`src/hdl/sfd_pkg.sv`:
```
// Shared constants, widths and a helper function for the smoothed first-derivative core.
`default_nettype none

package sfd_pkg;

  // Sizing of the record store and of the smoothing window.
  localparam int unsigned MAX_ORDER    = 15;
  localparam int unsigned WINDOW_DEPTH = 32;
  localparam int unsigned MAX_LENGTH   = 4096;

  // Field widths of the ports.
  localparam int unsigned SAMPLE_W  = 16;
  localparam int unsigned IDX_OUT_W = 12;
  localparam int unsigned DER_W     = 32;
  localparam int unsigned INV_W     = 24;
  localparam int unsigned LIMIT_W   = 16;
  localparam int unsigned ORDER_W   = 4;
  localparam int unsigned STATUS_W  = 2;
  localparam int unsigned CFG_IDX_W = 2;
  localparam int unsigned CFG_W     = 24;

  // The usable half width is bounded by the order limit and by the window size.
  localparam int unsigned ORDER_CAP =
      (MAX_ORDER < (WINDOW_DEPTH - 1) / 2) ? MAX_ORDER : (WINDOW_DEPTH - 1) / 2;

  // Derived widths.
  localparam int unsigned CNT_W  = $clog2(MAX_LENGTH + 1);
  localparam int unsigned LEN_W  = $clog2(MAX_LENGTH);
  localparam int unsigned WIN_AW = $clog2(WINDOW_DEPTH);
  localparam int unsigned IDX_W  = CNT_W + 1;
  localparam int unsigned DIFF_W = SAMPLE_W + 1;
  localparam int unsigned PART_W = DIFF_W + $clog2(ORDER_CAP + 1);
  localparam int unsigned TOT_W  = PART_W + $clog2(ORDER_CAP + 1);
  localparam int unsigned PROD_W = TOT_W + INV_W;
  localparam int unsigned STEP_W = $clog2(PROD_W);

  // Divisors: one-sided, central, five-point, and the largest window divisor.
  localparam int unsigned MAX_DIVISOR = ORDER_CAP * (ORDER_CAP + 1) * (2 * ORDER_CAP + 1) / 3;
  localparam int unsigned DIV_W = $clog2(((MAX_DIVISOR > 10) ? MAX_DIVISOR : 10) + 1);
  localparam logic [DIV_W-1:0] DIV_ONE_SIDED  = DIV_W'(1);
  localparam logic [DIV_W-1:0] DIV_CENTRAL    = DIV_W'(2);
  localparam logic [DIV_W-1:0] DIV_FIVE_POINT = DIV_W'(10);

  // Saturation bounds of the derivative.
  localparam logic signed [DER_W-1:0] DER_MAX = {1'b0, {(DER_W - 1){1'b1}}};
  localparam logic signed [DER_W-1:0] DER_MIN = {1'b1, {(DER_W - 1){1'b0}}};
  localparam logic [PROD_W-1:0] SAT_NEG = PROD_W'(1) << (DER_W - 1);
  localparam logic [PROD_W-1:0] SAT_POS = SAT_NEG - PROD_W'(1);

  // Status codes carried on the final result.
  localparam logic [STATUS_W-1:0] ST_OK    = 2'd0;
  localparam logic [STATUS_W-1:0] ST_RANGE = 2'd1;
  localparam logic [STATUS_W-1:0] ST_SHORT = 2'd2;
  localparam logic [STATUS_W-1:0] ST_LONG  = 2'd3;

  // Configuration register indexes.
  localparam logic [CFG_IDX_W-1:0] REG_ORDER = 2'd0;
  localparam logic [CFG_IDX_W-1:0] REG_INV   = 2'd1;
  localparam logic [CFG_IDX_W-1:0] REG_LIMIT = 2'd2;

  // Reset values of the configuration registers.
  localparam logic [ORDER_W-1:0]      ORDER_RST = 4'd2;
  localparam logic signed [INV_W-1:0] INV_RST   = 24'sd65536;
  localparam logic [LIMIT_W-1:0]      LIMIT_RST = 16'd32768;

  // Window divisor for half width n: n(n+1)(2n+1)/3, built as twice the sum of squares.
  function automatic logic [DIV_W-1:0] sfd_divisor(input logic [ORDER_W-1:0] n);
    logic [DIV_W-1:0] s;
    s = '0;
    for (int i = 1; i <= ORDER_CAP; i++) begin
      if (i <= int'(n)) begin
        s = s + DIV_W'(2 * i * i);
      end
    end
    return s;
  endfunction

endpackage

`default_nettype wire

```
`src/hdl/sfd_ram.sv`:
```
// Generic RAM with one write port and two registered read ports.
`default_nettype none

module sfd_ram #(
  parameter int unsigned WIDTH = 16,
  parameter int unsigned DEPTH = 32
) (
  input  wire                       clk_i,
  input  wire                       we_i,
  input  wire [$clog2(DEPTH)-1:0]   waddr_i,
  input  wire [WIDTH-1:0]           wdata_i,
  input  wire [$clog2(DEPTH)-1:0]   raddr_a_i,
  output logic [WIDTH-1:0]          rdata_a_o,
  input  wire [$clog2(DEPTH)-1:0]   raddr_b_i,
  output logic [WIDTH-1:0]          rdata_b_o
);

  logic [WIDTH-1:0] mem_q [DEPTH];

  // Write port and registered reads.
  always_ff @(posedge clk_i) begin
    if (we_i) begin
      mem_q[waddr_i] <= wdata_i;
    end
    rdata_a_o <= mem_q[raddr_a_i];
    rdata_b_o <= mem_q[raddr_b_i];
  end

endmodule

`default_nettype wire

```
`src/hdl/smoothed_first_derivative_core.sv`:
```
// Smoothed first derivative of a streamed record, on one shared accumulate and divide unit.
// Each point passes the states setup, read and accumulate for every window tap, multiply,
// normalise, a serial restoring divide, saturate and output, in that order.
// Samples are taken one at a time, only while the sequencer is idle; an end-of-record sample
// releases up to effective order + 1 points, and a stalled output register holds the sequencer.
// Reset: order 2, unit step and range limit 32768; the record is cleared but the window is not.
`default_nettype none

module smoothed_first_derivative_core (
  input  wire                                     clk_i,
  input  wire                                     rst_ni,
  input  wire                                     in_valid_i,
  output logic                                    in_stall_o,
  input  wire signed [sfd_pkg::SAMPLE_W-1:0]      sample_i,
  input  wire                                     end_of_record_i,
  output logic                                    out_valid_o,
  input  wire                                     out_stall_i,
  output logic [sfd_pkg::IDX_OUT_W-1:0]           point_index_o,
  output logic signed [sfd_pkg::DER_W-1:0]        derivative_o,
  output logic                                    final_res_o,
  output logic signed [sfd_pkg::DER_W-1:0]        peak_derivative_o,
  output logic [sfd_pkg::STATUS_W-1:0]            status_o,
  input  wire                                     cfg_we_i,
  input  wire [sfd_pkg::CFG_IDX_W-1:0]            cfg_index_i,
  input  wire [sfd_pkg::CFG_W-1:0]                cfg_data_i
);

  typedef enum logic [3:0] {
    S_IDLE, S_SETUP, S_READ, S_ACC, S_MUL, S_NORM, S_DIV, S_SAT, S_OUT
  } state_e;

  // Working registers of the point sequencer.
  typedef struct packed {
    logic [sfd_pkg::ORDER_W-1:0]       n;
    logic [sfd_pkg::DIV_W-1:0]         mid_div;
    logic [sfd_pkg::LEN_W-1:0]         last;
    logic                              eor;
    logic                              endk;
    logic [sfd_pkg::LEN_W-1:0]         pt;
    logic signed [sfd_pkg::IDX_W-1:0]  ch;
    logic signed [sfd_pkg::IDX_W-1:0]  cl;
    logic [sfd_pkg::ORDER_W-1:0]       j;
    logic [sfd_pkg::DIV_W-1:0]         dv;
    logic                              hi_ok;
    logic                              lo_ok;
    logic signed [sfd_pkg::PART_W-1:0] part;
    logic signed [sfd_pkg::TOT_W-1:0]  tot;
    logic signed [sfd_pkg::PROD_W-1:0] prod;
    logic [sfd_pkg::PROD_W-1:0]        quo;
    logic [sfd_pkg::DIV_W-1:0]         rem;
    logic                              neg;
    logic [sfd_pkg::STEP_W-1:0]        step;
    logic signed [sfd_pkg::DER_W-1:0]  val;
    logic                              fin;
  } work_t;

  // Output register contents.
  typedef struct packed {
    logic                              valid;
    logic [sfd_pkg::IDX_OUT_W-1:0]     idx;
    logic signed [sfd_pkg::DER_W-1:0]  der;
    logic                              fin;
    logic signed [sfd_pkg::DER_W-1:0]  peak;
    logic [sfd_pkg::STATUS_W-1:0]      status;
  } res_t;

  state_e state_q, state_d;
  work_t  w_q, w_d;
  res_t   res_q, res_d;
  logic [sfd_pkg::CNT_W-1:0]        cnt_q, cnt_d;
  logic signed [sfd_pkg::DER_W-1:0] peak_q, peak_d;
  logic [sfd_pkg::STATUS_W-1:0]     err_q, err_d;

  logic [sfd_pkg::ORDER_W-1:0]      order_q;
  logic signed [sfd_pkg::INV_W-1:0] inv_q;
  logic [sfd_pkg::LIMIT_W-1:0]      limit_q;

  logic                             in_acc;
  logic                             ram_we;
  logic [sfd_pkg::WIN_AW-1:0]       raddr_a, raddr_b;
  logic [sfd_pkg::SAMPLE_W-1:0]     rdata_a, rdata_b;

  logic [sfd_pkg::ORDER_W-1:0]       eff_n;
  logic [sfd_pkg::SAMPLE_W:0]        sx, mag_x;
  logic signed [sfd_pkg::IDX_W-1:0]  k_s, last_s, size_s, n_s, j_s, hi_s, lo_s, start_s;
  logic                              edge_hi, edge_lo, central;
  logic signed [sfd_pkg::SAMPLE_W-1:0] dat_hi, dat_lo;
  logic signed [sfd_pkg::DIFF_W-1:0] diff;
  logic signed [sfd_pkg::PART_W-1:0] part_n;
  logic signed [sfd_pkg::TOT_W-1:0]  tot_n;
  logic [sfd_pkg::PROD_W-1:0]        mag_p;
  logic [sfd_pkg::DIV_W:0]           rem_sh, rem_sub;
  logic signed [sfd_pkg::DER_W-1:0]  val_n;
  logic [sfd_pkg::STATUS_W-1:0]      status_c;

  // Sample window store.
  sfd_ram #(
    .WIDTH (sfd_pkg::SAMPLE_W),
    .DEPTH (sfd_pkg::WINDOW_DEPTH)
  ) u_window (
    .clk_i     (clk_i),
    .we_i      (ram_we),
    .waddr_i   (cnt_q[sfd_pkg::WIN_AW-1:0]),
    .wdata_i   (sample_i),
    .raddr_a_i (raddr_a),
    .rdata_a_o (rdata_a),
    .raddr_b_i (raddr_b),
    .rdata_b_o (rdata_b)
  );

  // Handshake: samples are taken only while the sequencer is idle.
  assign in_stall_o = (state_q != S_IDLE);
  assign in_acc     = in_valid_i && !in_stall_o;

  // Effective order: zero acts as one, and the order is capped by the window.
  assign eff_n = (order_q == '0) ? sfd_pkg::ORDER_W'(1) :
                 (order_q > sfd_pkg::ORDER_W'(sfd_pkg::ORDER_CAP)) ?
                 sfd_pkg::ORDER_W'(sfd_pkg::ORDER_CAP) : order_q;

  // Magnitude of the incoming sample for the range check.
  assign sx    = {sample_i[sfd_pkg::SAMPLE_W-1], sample_i};
  assign mag_x = sx[sfd_pkg::SAMPLE_W] ? (~sx + 1'b1) : sx;

  // Signed views of the point position and record geometry.
  assign k_s     = sfd_pkg::IDX_W'(w_q.pt);
  assign last_s  = sfd_pkg::IDX_W'(w_q.last);
  assign size_s  = last_s + sfd_pkg::IDX_W'(1);
  assign n_s     = sfd_pkg::IDX_W'(w_q.n);
  assign j_s     = sfd_pkg::IDX_W'(w_q.j);
  assign start_s = size_s - n_s;

  // Point classification near the record edges.
  assign edge_hi = w_q.endk && (k_s >= start_s);
  assign edge_lo = (k_s >= 1) && (k_s < n_s);
  assign central = edge_hi ? (k_s == size_s - 2) : (k_s == 1);

  // Window addresses of the sample pair of the current step.
  assign hi_s    = w_q.ch + j_s;
  assign lo_s    = w_q.cl - j_s;
  assign raddr_a = hi_s[sfd_pkg::WIN_AW-1:0];
  assign raddr_b = lo_s[sfd_pkg::WIN_AW-1:0];

  // Accumulation: the running partial sum weights step j by j as j counts down.
  assign dat_hi = w_q.hi_ok ? rdata_a : '0;
  assign dat_lo = w_q.lo_ok ? rdata_b : '0;
  assign diff   = sfd_pkg::DIFF_W'(dat_hi) - sfd_pkg::DIFF_W'(dat_lo);
  assign part_n = w_q.part + sfd_pkg::PART_W'(diff);
  assign tot_n  = w_q.tot + sfd_pkg::TOT_W'(part_n);

  // Magnitude of the scaled sum, and one restoring divide step.
  assign mag_p   = w_q.prod[sfd_pkg::PROD_W-1] ? sfd_pkg::PROD_W'(-w_q.prod) :
                                                 sfd_pkg::PROD_W'(w_q.prod);
  assign rem_sh  = {w_q.rem, w_q.quo[sfd_pkg::PROD_W-1]};
  assign rem_sub = rem_sh - {1'b0, w_q.dv};

  // Sign and saturation of the rounded quotient.
  always_comb begin
    if (w_q.neg) begin
      val_n = (w_q.quo > sfd_pkg::SAT_NEG) ? sfd_pkg::DER_MIN :
              sfd_pkg::DER_W'(~w_q.quo[sfd_pkg::DER_W-1:0] + 1'b1);
    end else begin
      val_n = (w_q.quo > sfd_pkg::SAT_POS) ? sfd_pkg::DER_MAX :
              w_q.quo[sfd_pkg::DER_W-1:0];
    end
  end

  // Status of the final result.
  assign status_c = (err_q != sfd_pkg::ST_OK) ? err_q :
                    ((size_s < 2 * n_s) || (size_s < 4)) ? sfd_pkg::ST_SHORT : sfd_pkg::ST_OK;

  // Sequencer next state.
  always_comb begin
    state_d = state_q;
    w_d     = w_q;
    cnt_d   = cnt_q;
    peak_d  = peak_q;
    err_d   = err_q;
    ram_we  = 1'b0;

    // The output register empties on a transfer.
    res_d = res_q;
    if (res_q.valid && !out_stall_i) begin
      res_d.valid = 1'b0;
    end

    unique case (state_q)
      S_IDLE: begin
        if (in_acc) begin
          if (cnt_q >= sfd_pkg::CNT_W'(sfd_pkg::MAX_LENGTH)) begin
            // Record too long: the sample is dropped.
            err_d = sfd_pkg::ST_LONG;
            if (end_of_record_i) begin
              w_d.pt   = '0;
              w_d.val  = '0;
              w_d.fin  = 1'b1;
              w_d.endk = 1'b1;
              state_d  = S_OUT;
            end
          end else begin
            ram_we = 1'b1;
            if (err_q == sfd_pkg::ST_OK && mag_x >= {1'b0, limit_q}) begin
              err_d = sfd_pkg::ST_RANGE;
            end
            cnt_d       = cnt_q + 1'b1;
            w_d.n       = eff_n;
            w_d.mid_div = sfd_pkg::sfd_divisor(eff_n);
            w_d.last    = cnt_q[sfd_pkg::LEN_W-1:0];
            w_d.eor     = end_of_record_i;
            w_d.fin     = 1'b0;
            if (cnt_q >= sfd_pkg::CNT_W'(eff_n)) begin
              w_d.pt   = cnt_q[sfd_pkg::LEN_W-1:0] - sfd_pkg::LEN_W'(eff_n);
              w_d.endk = 1'b0;
              state_d  = S_SETUP;
            end else if (end_of_record_i) begin
              w_d.pt   = '0;
              w_d.endk = 1'b1;
              state_d  = S_SETUP;
            end
          end
        end
      end

      S_SETUP: begin
        // Choose the difference formula and its divisor for this point.
        w_d.part = '0;
        w_d.tot  = '0;
        if (w_q.endk && w_q.pt == w_q.last) begin
          w_d.ch = last_s - sfd_pkg::IDX_W'(1);
          w_d.cl = last_s;
          w_d.j  = sfd_pkg::ORDER_W'(1);
          w_d.dv = sfd_pkg::DIV_ONE_SIDED;
        end else if (edge_hi || edge_lo) begin
          w_d.ch = k_s;
          w_d.cl = k_s;
          w_d.j  = central ? sfd_pkg::ORDER_W'(1) : sfd_pkg::ORDER_W'(2);
          w_d.dv = central ? sfd_pkg::DIV_CENTRAL : sfd_pkg::DIV_FIVE_POINT;
        end else if (w_q.pt == '0) begin
          w_d.ch = '0;
          w_d.cl = sfd_pkg::IDX_W'(1);
          w_d.j  = sfd_pkg::ORDER_W'(1);
          w_d.dv = sfd_pkg::DIV_ONE_SIDED;
        end else begin
          w_d.ch = k_s;
          w_d.cl = k_s;
          w_d.j  = w_q.n;
          w_d.dv = w_q.mid_div;
        end
        state_d = S_READ;
      end

      S_READ: begin
        // Samples outside the record read as zero.
        w_d.hi_ok = (hi_s >= 0) && (hi_s <= last_s);
        w_d.lo_ok = (lo_s >= 0) && (lo_s <= last_s);
        state_d   = S_ACC;
      end

      S_ACC: begin
        w_d.part = part_n;
        w_d.tot  = tot_n;
        if (w_q.j == sfd_pkg::ORDER_W'(1)) begin
          state_d = S_MUL;
        end else begin
          w_d.j   = w_q.j - 1'b1;
          state_d = S_READ;
        end
      end

      S_MUL: begin
        w_d.prod = sfd_pkg::PROD_W'(w_q.tot) * sfd_pkg::PROD_W'(inv_q);
        state_d  = S_NORM;
      end

      S_NORM: begin
        // Round to nearest, ties away from zero, by adding half the divisor to the magnitude.
        w_d.quo  = mag_p + sfd_pkg::PROD_W'(w_q.dv >> 1);
        w_d.neg  = w_q.prod[sfd_pkg::PROD_W-1];
        w_d.rem  = '0;
        w_d.step = '0;
        state_d  = S_DIV;
      end

      S_DIV: begin
        if (rem_sh >= {1'b0, w_q.dv}) begin
          w_d.rem = rem_sub[sfd_pkg::DIV_W-1:0];
          w_d.quo = {w_q.quo[sfd_pkg::PROD_W-2:0], 1'b1};
        end else begin
          w_d.rem = rem_sh[sfd_pkg::DIV_W-1:0];
          w_d.quo = {w_q.quo[sfd_pkg::PROD_W-2:0], 1'b0};
        end
        w_d.step = w_q.step + 1'b1;
        if (w_q.step == sfd_pkg::STEP_W'(sfd_pkg::PROD_W - 1)) begin
          state_d = S_SAT;
        end
      end

      S_SAT: begin
        w_d.val = val_n;
        w_d.fin = w_q.endk && (w_q.pt == w_q.last);
        if (k_s >= 1 && (!w_q.eor || k_s + 3 <= size_s) && val_n > peak_q) begin
          peak_d = val_n;
        end
        state_d = S_OUT;
      end

      S_OUT: begin
        // Load the output register once it is free or being emptied.
        if (!res_q.valid || !out_stall_i) begin
          res_d.valid  = 1'b1;
          res_d.idx    = sfd_pkg::IDX_OUT_W'(w_q.pt);
          res_d.der    = w_q.val;
          res_d.fin    = w_q.fin;
          res_d.peak   = w_q.fin ? peak_q : '0;
          res_d.status = w_q.fin ? status_c : sfd_pkg::ST_OK;
          if (w_q.fin) begin
            cnt_d   = '0;
            peak_d  = sfd_pkg::DER_MIN;
            err_d   = sfd_pkg::ST_OK;
            state_d = S_IDLE;
          end else if (!w_q.endk) begin
            if (w_q.eor) begin
              w_d.pt   = (start_s > 0) ? start_s[sfd_pkg::LEN_W-1:0] : '0;
              w_d.endk = 1'b1;
              state_d  = S_SETUP;
            end else begin
              state_d = S_IDLE;
            end
          end else begin
            w_d.pt  = w_q.pt + 1'b1;
            state_d = S_SETUP;
          end
        end
      end

      default: begin
        state_d = S_IDLE;
      end
    endcase
  end

  // State, working registers and the output register.
  always_ff @(posedge clk_i or negedge rst_ni) begin
    if (!rst_ni) begin
      state_q <= S_IDLE;
      w_q     <= '0;
      res_q   <= '0;
      cnt_q   <= '0;
      peak_q  <= sfd_pkg::DER_MIN;
      err_q   <= sfd_pkg::ST_OK;
    end else begin
      state_q <= state_d;
      w_q     <= w_d;
      res_q   <= res_d;
      cnt_q   <= cnt_d;
      peak_q  <= peak_d;
      err_q   <= err_d;
    end
  end

  // Configuration registers.
  always_ff @(posedge clk_i or negedge rst_ni) begin
    if (!rst_ni) begin
      order_q <= sfd_pkg::ORDER_RST;
      inv_q   <= sfd_pkg::INV_RST;
      limit_q <= sfd_pkg::LIMIT_RST;
    end else if (cfg_we_i) begin
      unique case (cfg_index_i)
        sfd_pkg::REG_ORDER: order_q <= cfg_data_i[sfd_pkg::ORDER_W-1:0];
        sfd_pkg::REG_INV:   inv_q   <= cfg_data_i[sfd_pkg::INV_W-1:0];
        sfd_pkg::REG_LIMIT: limit_q <= cfg_data_i[sfd_pkg::LIMIT_W-1:0];
        default: begin
        end
      endcase
    end
  end

  // Result ports.
  assign out_valid_o       = res_q.valid;
  assign point_index_o     = res_q.idx;
  assign derivative_o      = res_q.der;
  assign final_res_o       = res_q.fin;
  assign peak_derivative_o = res_q.peak;
  assign status_o          = res_q.status;

endmodule

`default_nettype wire

```
`config.mk`:
```
export PLATFORM = sky130hd
export DESIGN_NAME = smoothed_first_derivative_core
export DESIGN_NICKNAME = d
export VERILOG_FILES = /design/src/hdl/sfd_pkg.sv /design/src/hdl/sfd_ram.sv /design/src/hdl/smoothed_first_derivative_core.sv
export SDC_FILE = /design/constraint.sdc
export NUM_CORES = 2
export LEC_CHECK = 0
export BUFFER_PORTS_ARGS = -buffer_cell sky130_fd_sc_hd__buf_2
export CORE_MARGIN = 5
export CORE_UTILIZATION = 50
export DETAILED_ROUTE_END_ITERATION = 16
export PLACE_DENSITY_LB_ADDON = 0.08
export SKIP_CTS_REPAIR_TIMING = 1
export SKIP_LAST_GASP = 1
export SLEW_MARGIN = 20
export SYNTH_ARGS = -nofsm -noshare
export SYNTH_HDL_FRONTEND = slang
export SYNTH_SLANG_ARGS = --single-unit
```
`constraint.sdc`:
```
create_clock -name clk_i -period 7.69 [get_ports clk_i]
set_input_delay 1.538 -clock clk_i [delete_from_list [all_inputs] [get_ports clk_i]]
set_output_delay 1.538 -clock clk_i [all_outputs]
set_load 0.02 [all_outputs]
```
==> Word level (Yosys, flattened, before mapping) <==
Memory sizes are Yosys's and may differ from the RTL's. A register that Yosys moved wholly into a read port is not among the register bits.
Index checks and enable logic that the tools add are counted.
Widths: inputs -> output; s select.
{ "word_totals": {"mem_bits_rw": 512, "out_inout_bits": 81, "regBits": 459, "elab_cells": 313, "n_memories": 1} }
{ "classes": {"n_eq_ne": 29, "n_mul": 1, "n_addsub": 34, "bitwise_logic": 3, "muxes": 133, "reduce_logical": 44, "order_cmp": 34} }
{ "mem_list": {"columns": ["name", "words", "word_bits", "read_ports", "rd_clocked_by_memory_dff", "wr", "line_no", "source"], "rows": [
  ["u_window.mem_q", 32, 16, 2, 2, 1, "sfd_ram.sv:18", "logic [WIDTH-1:0] mem_q [DEPTH];"]
]} }
{ "op_table": {"columns": ["cell", "n"], "rows": [
  ["$mux 12", 58],
  ["$mux 32", 8],
  ["$mux 80", 2],
  ["$mux 13", 12],
  ["$pmux 61 s2", 1],
  ["$pmux 46 s2", 1],
  ["$mux 44", 2],
  ["$mux 33", 2],
  ["$pmux 33 s2", 1],
  ["$pmux 32 s2", 1],
  ["$mux 4", 13],
  ["$pmux 13 s2", 2],
  ["$add 49x11->49", 1],
  ["$gt 49x31->1 const B", 1],
  ["$gt 49x32->1 const B", 1],
  ["$mul 25x24->49", 1],
  ["$mux 49", 1],
  ["$neg 49->49", 1],
  ["$add 12x8->12 const B", 4],
  ["$add 12x9->12 const B", 4],
  ["$mux 42", 1],
  ["$pmux 4 s9", 1],
  ["$add 32x1->32 const B", 1],
  ["$gt 32x32->1", 1],
  ["74 further kinds", 157]
]} }

==> Logic depth before layout (Yosys ltp) <==
{ "depth": {"depth_word": 75, "depth_mapped": 33} }

==> Hierarchy <==
From an unflattened synthesis, not the netlist that was laid out.
{ "unflattened": {"hier_cells": 7586, "hier_area_um2": 78659.2} }
{ "by_module_without_submodules": {"columns": ["mod", "seq_area_each_um2", "area_per_inst_um2", "cells_each", "instances"], "rows": [
  ["smoothed_first_derivative_core", 11390.9, 53222.3, 5858, 1],
  ["sfd_ram", 16015.4, 25436.9, 1728, 1]
]} }

==> Worst setup path after synthesis <==
No wires, ideal clock.
{ "synth_timing": {"path_kind": "flip-flop to flip-flop", "startpoint": "register inv_q[16] (netlist bit)", "endpoint": "register w_q[149] (netlist bit)", "synth_period_minus_slack_ns": 7.410, "stages_incl_launch_ff": 26, "t_arrival_ns": 7.275, "t_required_ns": 7.555, "path_buffers": 2, "slack_ns": 0.280, "setup_time_ns": 0.135, "path_cell_list": "dfstp_2 clkbuf_1 clkbuf_1 nand2_1 fa_1 inv_1 fa_1 inv_1 fa_1 inv_1 fa_1 inv_1 fa_1 fa_1 inv_1 fa_1 ha_1 nand4_1 o41ai_1 a31oi_1 o21ai_0 nand3_1 a311oi_1 a311oi_1 xnor2_1 o21ai_0"} }
{ "synth_between": {"elab_chain_len": 1} }
{ "synth_rtl": {"columns": ["element", "line_no", "source"], "rows": [
  ["from (decl)", "smoothed_first_derivative_core.sv:75", "logic signed [sfd_pkg::INV_W-1:0] inv_q;"],
  ["from (signal assigned)", "smoothed_first_derivative_core.sv:364", "inv_q <= sfd_pkg::INV_RST;"],
  ["from (signal assigned)", "smoothed_first_derivative_core.sv:369", "sfd_pkg::REG_INV: inv_q <= cfg_data_i[sfd_pkg::INV_W-1:0];"],
  ["$mul 25x24->49", "smoothed_first_derivative_core.sv:270", "w_d.prod = sfd_pkg::PROD_W'(w_q.tot) * sfd_pkg::PROD_W'(inv_q);"],
  ["to (signal assigned)", "smoothed_first_derivative_core.sv:352", "w_q <= w_d;"],
  ["to (decl)", "smoothed_first_derivative_core.sv:68", "work_t w_q, w_d;"]
]} }
No other way between the ends.
A chain may end at the register's enable or synchronous reset.

==> Worst setup path in the final report <==
{ "layout_timing": {"startpoint": "register inv_q[9] (netlist bit)", "endpoint": "register w_q[149] (netlist bit)"} }
Same word-level chain as after synthesis.

==> impl_metrics.csv <==
group,metric,value,unit
place,io_buffer_count,128,
synthesis,syn_avg_cell_area,11.0,µm²
place,gp_congestion,0.909,
die,rows,144,
place,dp_slack,189,ps
synthesis,yosysTopAreaCell,"edfxtp_1",
grt,grt_overflow,0,
layout,synthToLayoutAreaGrowth,9.80,%
status,status,"completed",
setup_path,cp.required,8240,ps
clocking,cts_tree,"yes",
setup_path,cpMaxStageDelayCell,"fa_1",
hold_path,hold_class,"flip-flop to flip-flop",
synthesis,syn_nets,8094,
timing,finalSetupTns,0,ps
synthesis,synth_cell_types,99,
synthesis,synth.area.top_cells,"edfxtp_1 (20%), fa_1 (17%), dfrtp_1 (15%)",
die,die_x,404,µm
grt,grt_usage,26.6,%
timing,tightestPinTransition,1140,ps
routing,wl_per_cell,23.4,µm
grt,antenna_found_initial,11,
routing,routed_via_density,5.83,
layout,layout_commonest_cell,"nand2_1",
timing,report.final.slew_viol_count,0,
synthesis,syn_area,0.0775,mm²
synthesis,synthFlopType,"edfxtp_1",
clocking,numCtsBuffers,113,
setup_path,crit_arrival,7900,ps
synthesis,synth-edff-count,512,
die,die-area,0.163,mm²
timing,worst_slack,335,ps
die,core_area,0.154,mm²
clocking,insertion_delay,750,ps
clocking,clockBufferDepth,3,
setup_path,crit_chain,"buf_4 -> nand2_1 -> inv_1 -> fa_1 -> inv_1 -> fa_1 -> fa_1 -> inv_1 -> fa_1 -> fa_1 -> fa_1 -> fa_1 -> ha_1 -> a21o_1 -> a21o_1 -> a21oi_1 -> o21ai_0 -> nand3_1 -> a311oi_1 -> buf_4 -> a311oi_1 -> xnor2_1 -> o21ai_0",
die,ios,129,
synthesis,yosysWarnings,0,
die,die_h,404,µm
routing,drc,0,
setup_path,slowest_delay,750,ps
timing,slew_headroom,23.8,%
grt,grt_pass1_vias,55900,
timing,hold_viol,0,
setup_path,critPathLaunchType,"flip-flop",
synthesis,synth-seq-area-share,35.4,%
layout,nets,8138,
routing,firstDrtPassIters,6,
clocking,cts.sinks,999,
setup_path,crit_path_end_kind,"flip-flop",
clocking,htreeDepth,3,
timing,finalCritPeriodShare,95.6,%
setup_path,crit_path_frequent_cell,"fa_1",
die,initial_utilization,50.3,%
routing,drtIter0Drc,3867,
layout,mostFrequentLayoutCells,"nand2_1 (869), inv_1 (852), fa_1 (654), edfxtp_1 (512), dfrtp_1 (429)",
synthesis,syn_inst,7039,
flow_run,cap_violations,0,
timing,fmax,136,MHz
grt,grt_pass1_wl,337,mm
clocking,path_clk_slew,60,ps
timing,setup_viol,0,
timing,skew,56.0,ps
synthesis,ys_ff_latch,999,
clocking,cts_root_buf,"clkbuf_16",
layout,drive_gt1_share,15.1,%
setup_path,crit_fanout,16,
routing,ant_nets,0,
synthesis,yosysTopAreaCellShare,19.8,%
timing,fin_crit,7350,ps
synthesis,async_flop_share,45.5,%
grt,grt_max_degree,131,
place,hpwl,156,mm
routing,wl,215,mm
setup_path,critPathKind,"flip-flop to flip-flop",
routing,vias,53800,
metal layers:
metal	vias up	GRT usage, %	wire length, µm
li1	24300	-	-
met1	27400	36.6	90900
met2	1729	44.2	104000
met3	339	3.85	13400
met4	8	8.29	7550
met5	-	0	56
sequential cells by signal, indices dropped and copies added (netlist names), 4 cells and up:
signal / count
peak_derivative_o: 32
peak_q: 32
state_q: 4
order_q: 4
cnt_q: 13
j_s: 4
rem_sh: 13
w_q: 235
limit_q: 16
last_s: 12
n_s: 4
derivative_o: 32
point_index_o: 12
inv_q: 24
u_window.mem_q: 512
u_window.rdata_a_o: 16
u_window.rdata_b_o: 16
k_s: 12
cell type report:
| type | count | area, µm² |
|---|---|---|
| Sequential cell | 999 | 27400 |
| Clock buffer | 151 | 3180 |
| Tap cell | 2044 | 2560 |
| Timing Repair Buffer | 321 | 2280 |
| Fill cell | 13200 | 68900 |
| Multi-Input combinational cell | 4786 | 45700 |
| Antenna cell | 4 | 10.0 |
| Clock inverter | 59 | 664 |
| Inverter | 862 | 3240 |
cell usage after synthesis, types with 85 or more instances:
master,number
inv_1,852
mux2_2,112
and2_1,226
clkbuf_1,346
dfrtp_1,451
edfxtp_1,512
fa_1,656
ha_1,351
mux4_2,320
xnor2_1,228
xor2_1,117
a21oi_1,206
nor2_1,253
o21ai_0,326
nand2_1,872
nand3_1,110
nor3_1,85
metrics by stage:
step	util (%)	hold WS (ps)	cell area, µm²	cells
floorplan	-	442	77500	7039
global placement	52.7	456	81100	9005
detailed placement	52.7	460	81100	9005
CTS	55.2	475	85000	9215
global route	55.2	492	85100	9222
finish	55.2	476	85100	9226
logic make-up after synthesis:
logic type	synth area share, %
muxes	11.4
DFF	35.4
buffers and inverters	6.11
and+or+nand+nor	11.6
adders and majority gates	22.6
other	0.00969
AOI/OAI and AO/OA	8.94
xor gates and xnor gates	3.93
worst max-delay path: cells and delay by family (launching register included):
family / cells / cell delay, ps
adder cells (fa/ha/maj): 8 / 4190
XOR/XNOR: 1 / 160
flip-flops: 1 / 560
AO/OA/AOI/OAI: 7 / 1250
buffers and inverters: 5 / 750
AND/OR/NAND/NOR: 2 / 260
path summary, 6_finish.rpt:
check,from,end,slack (ps),cells after the start
setup / recovery,inv_q[9],w_q[149],340,23
hold / removal,peak_derivative_o[5],peak_derivative_o[5],480,2
setup reg to reg,inv_q[9],w_q[149],340,23
hold reg to reg,peak_derivative_o[5],peak_derivative_o[5],480,2
max in group asynchronous,rst_ni,inv_q[18],5510,2
min in group asynchronous,rst_ni,derivative_o[18],710,1
Power is not shown: default switching activity piles up to over one toggle a cycle in this logic, so the estimate is an artifact.
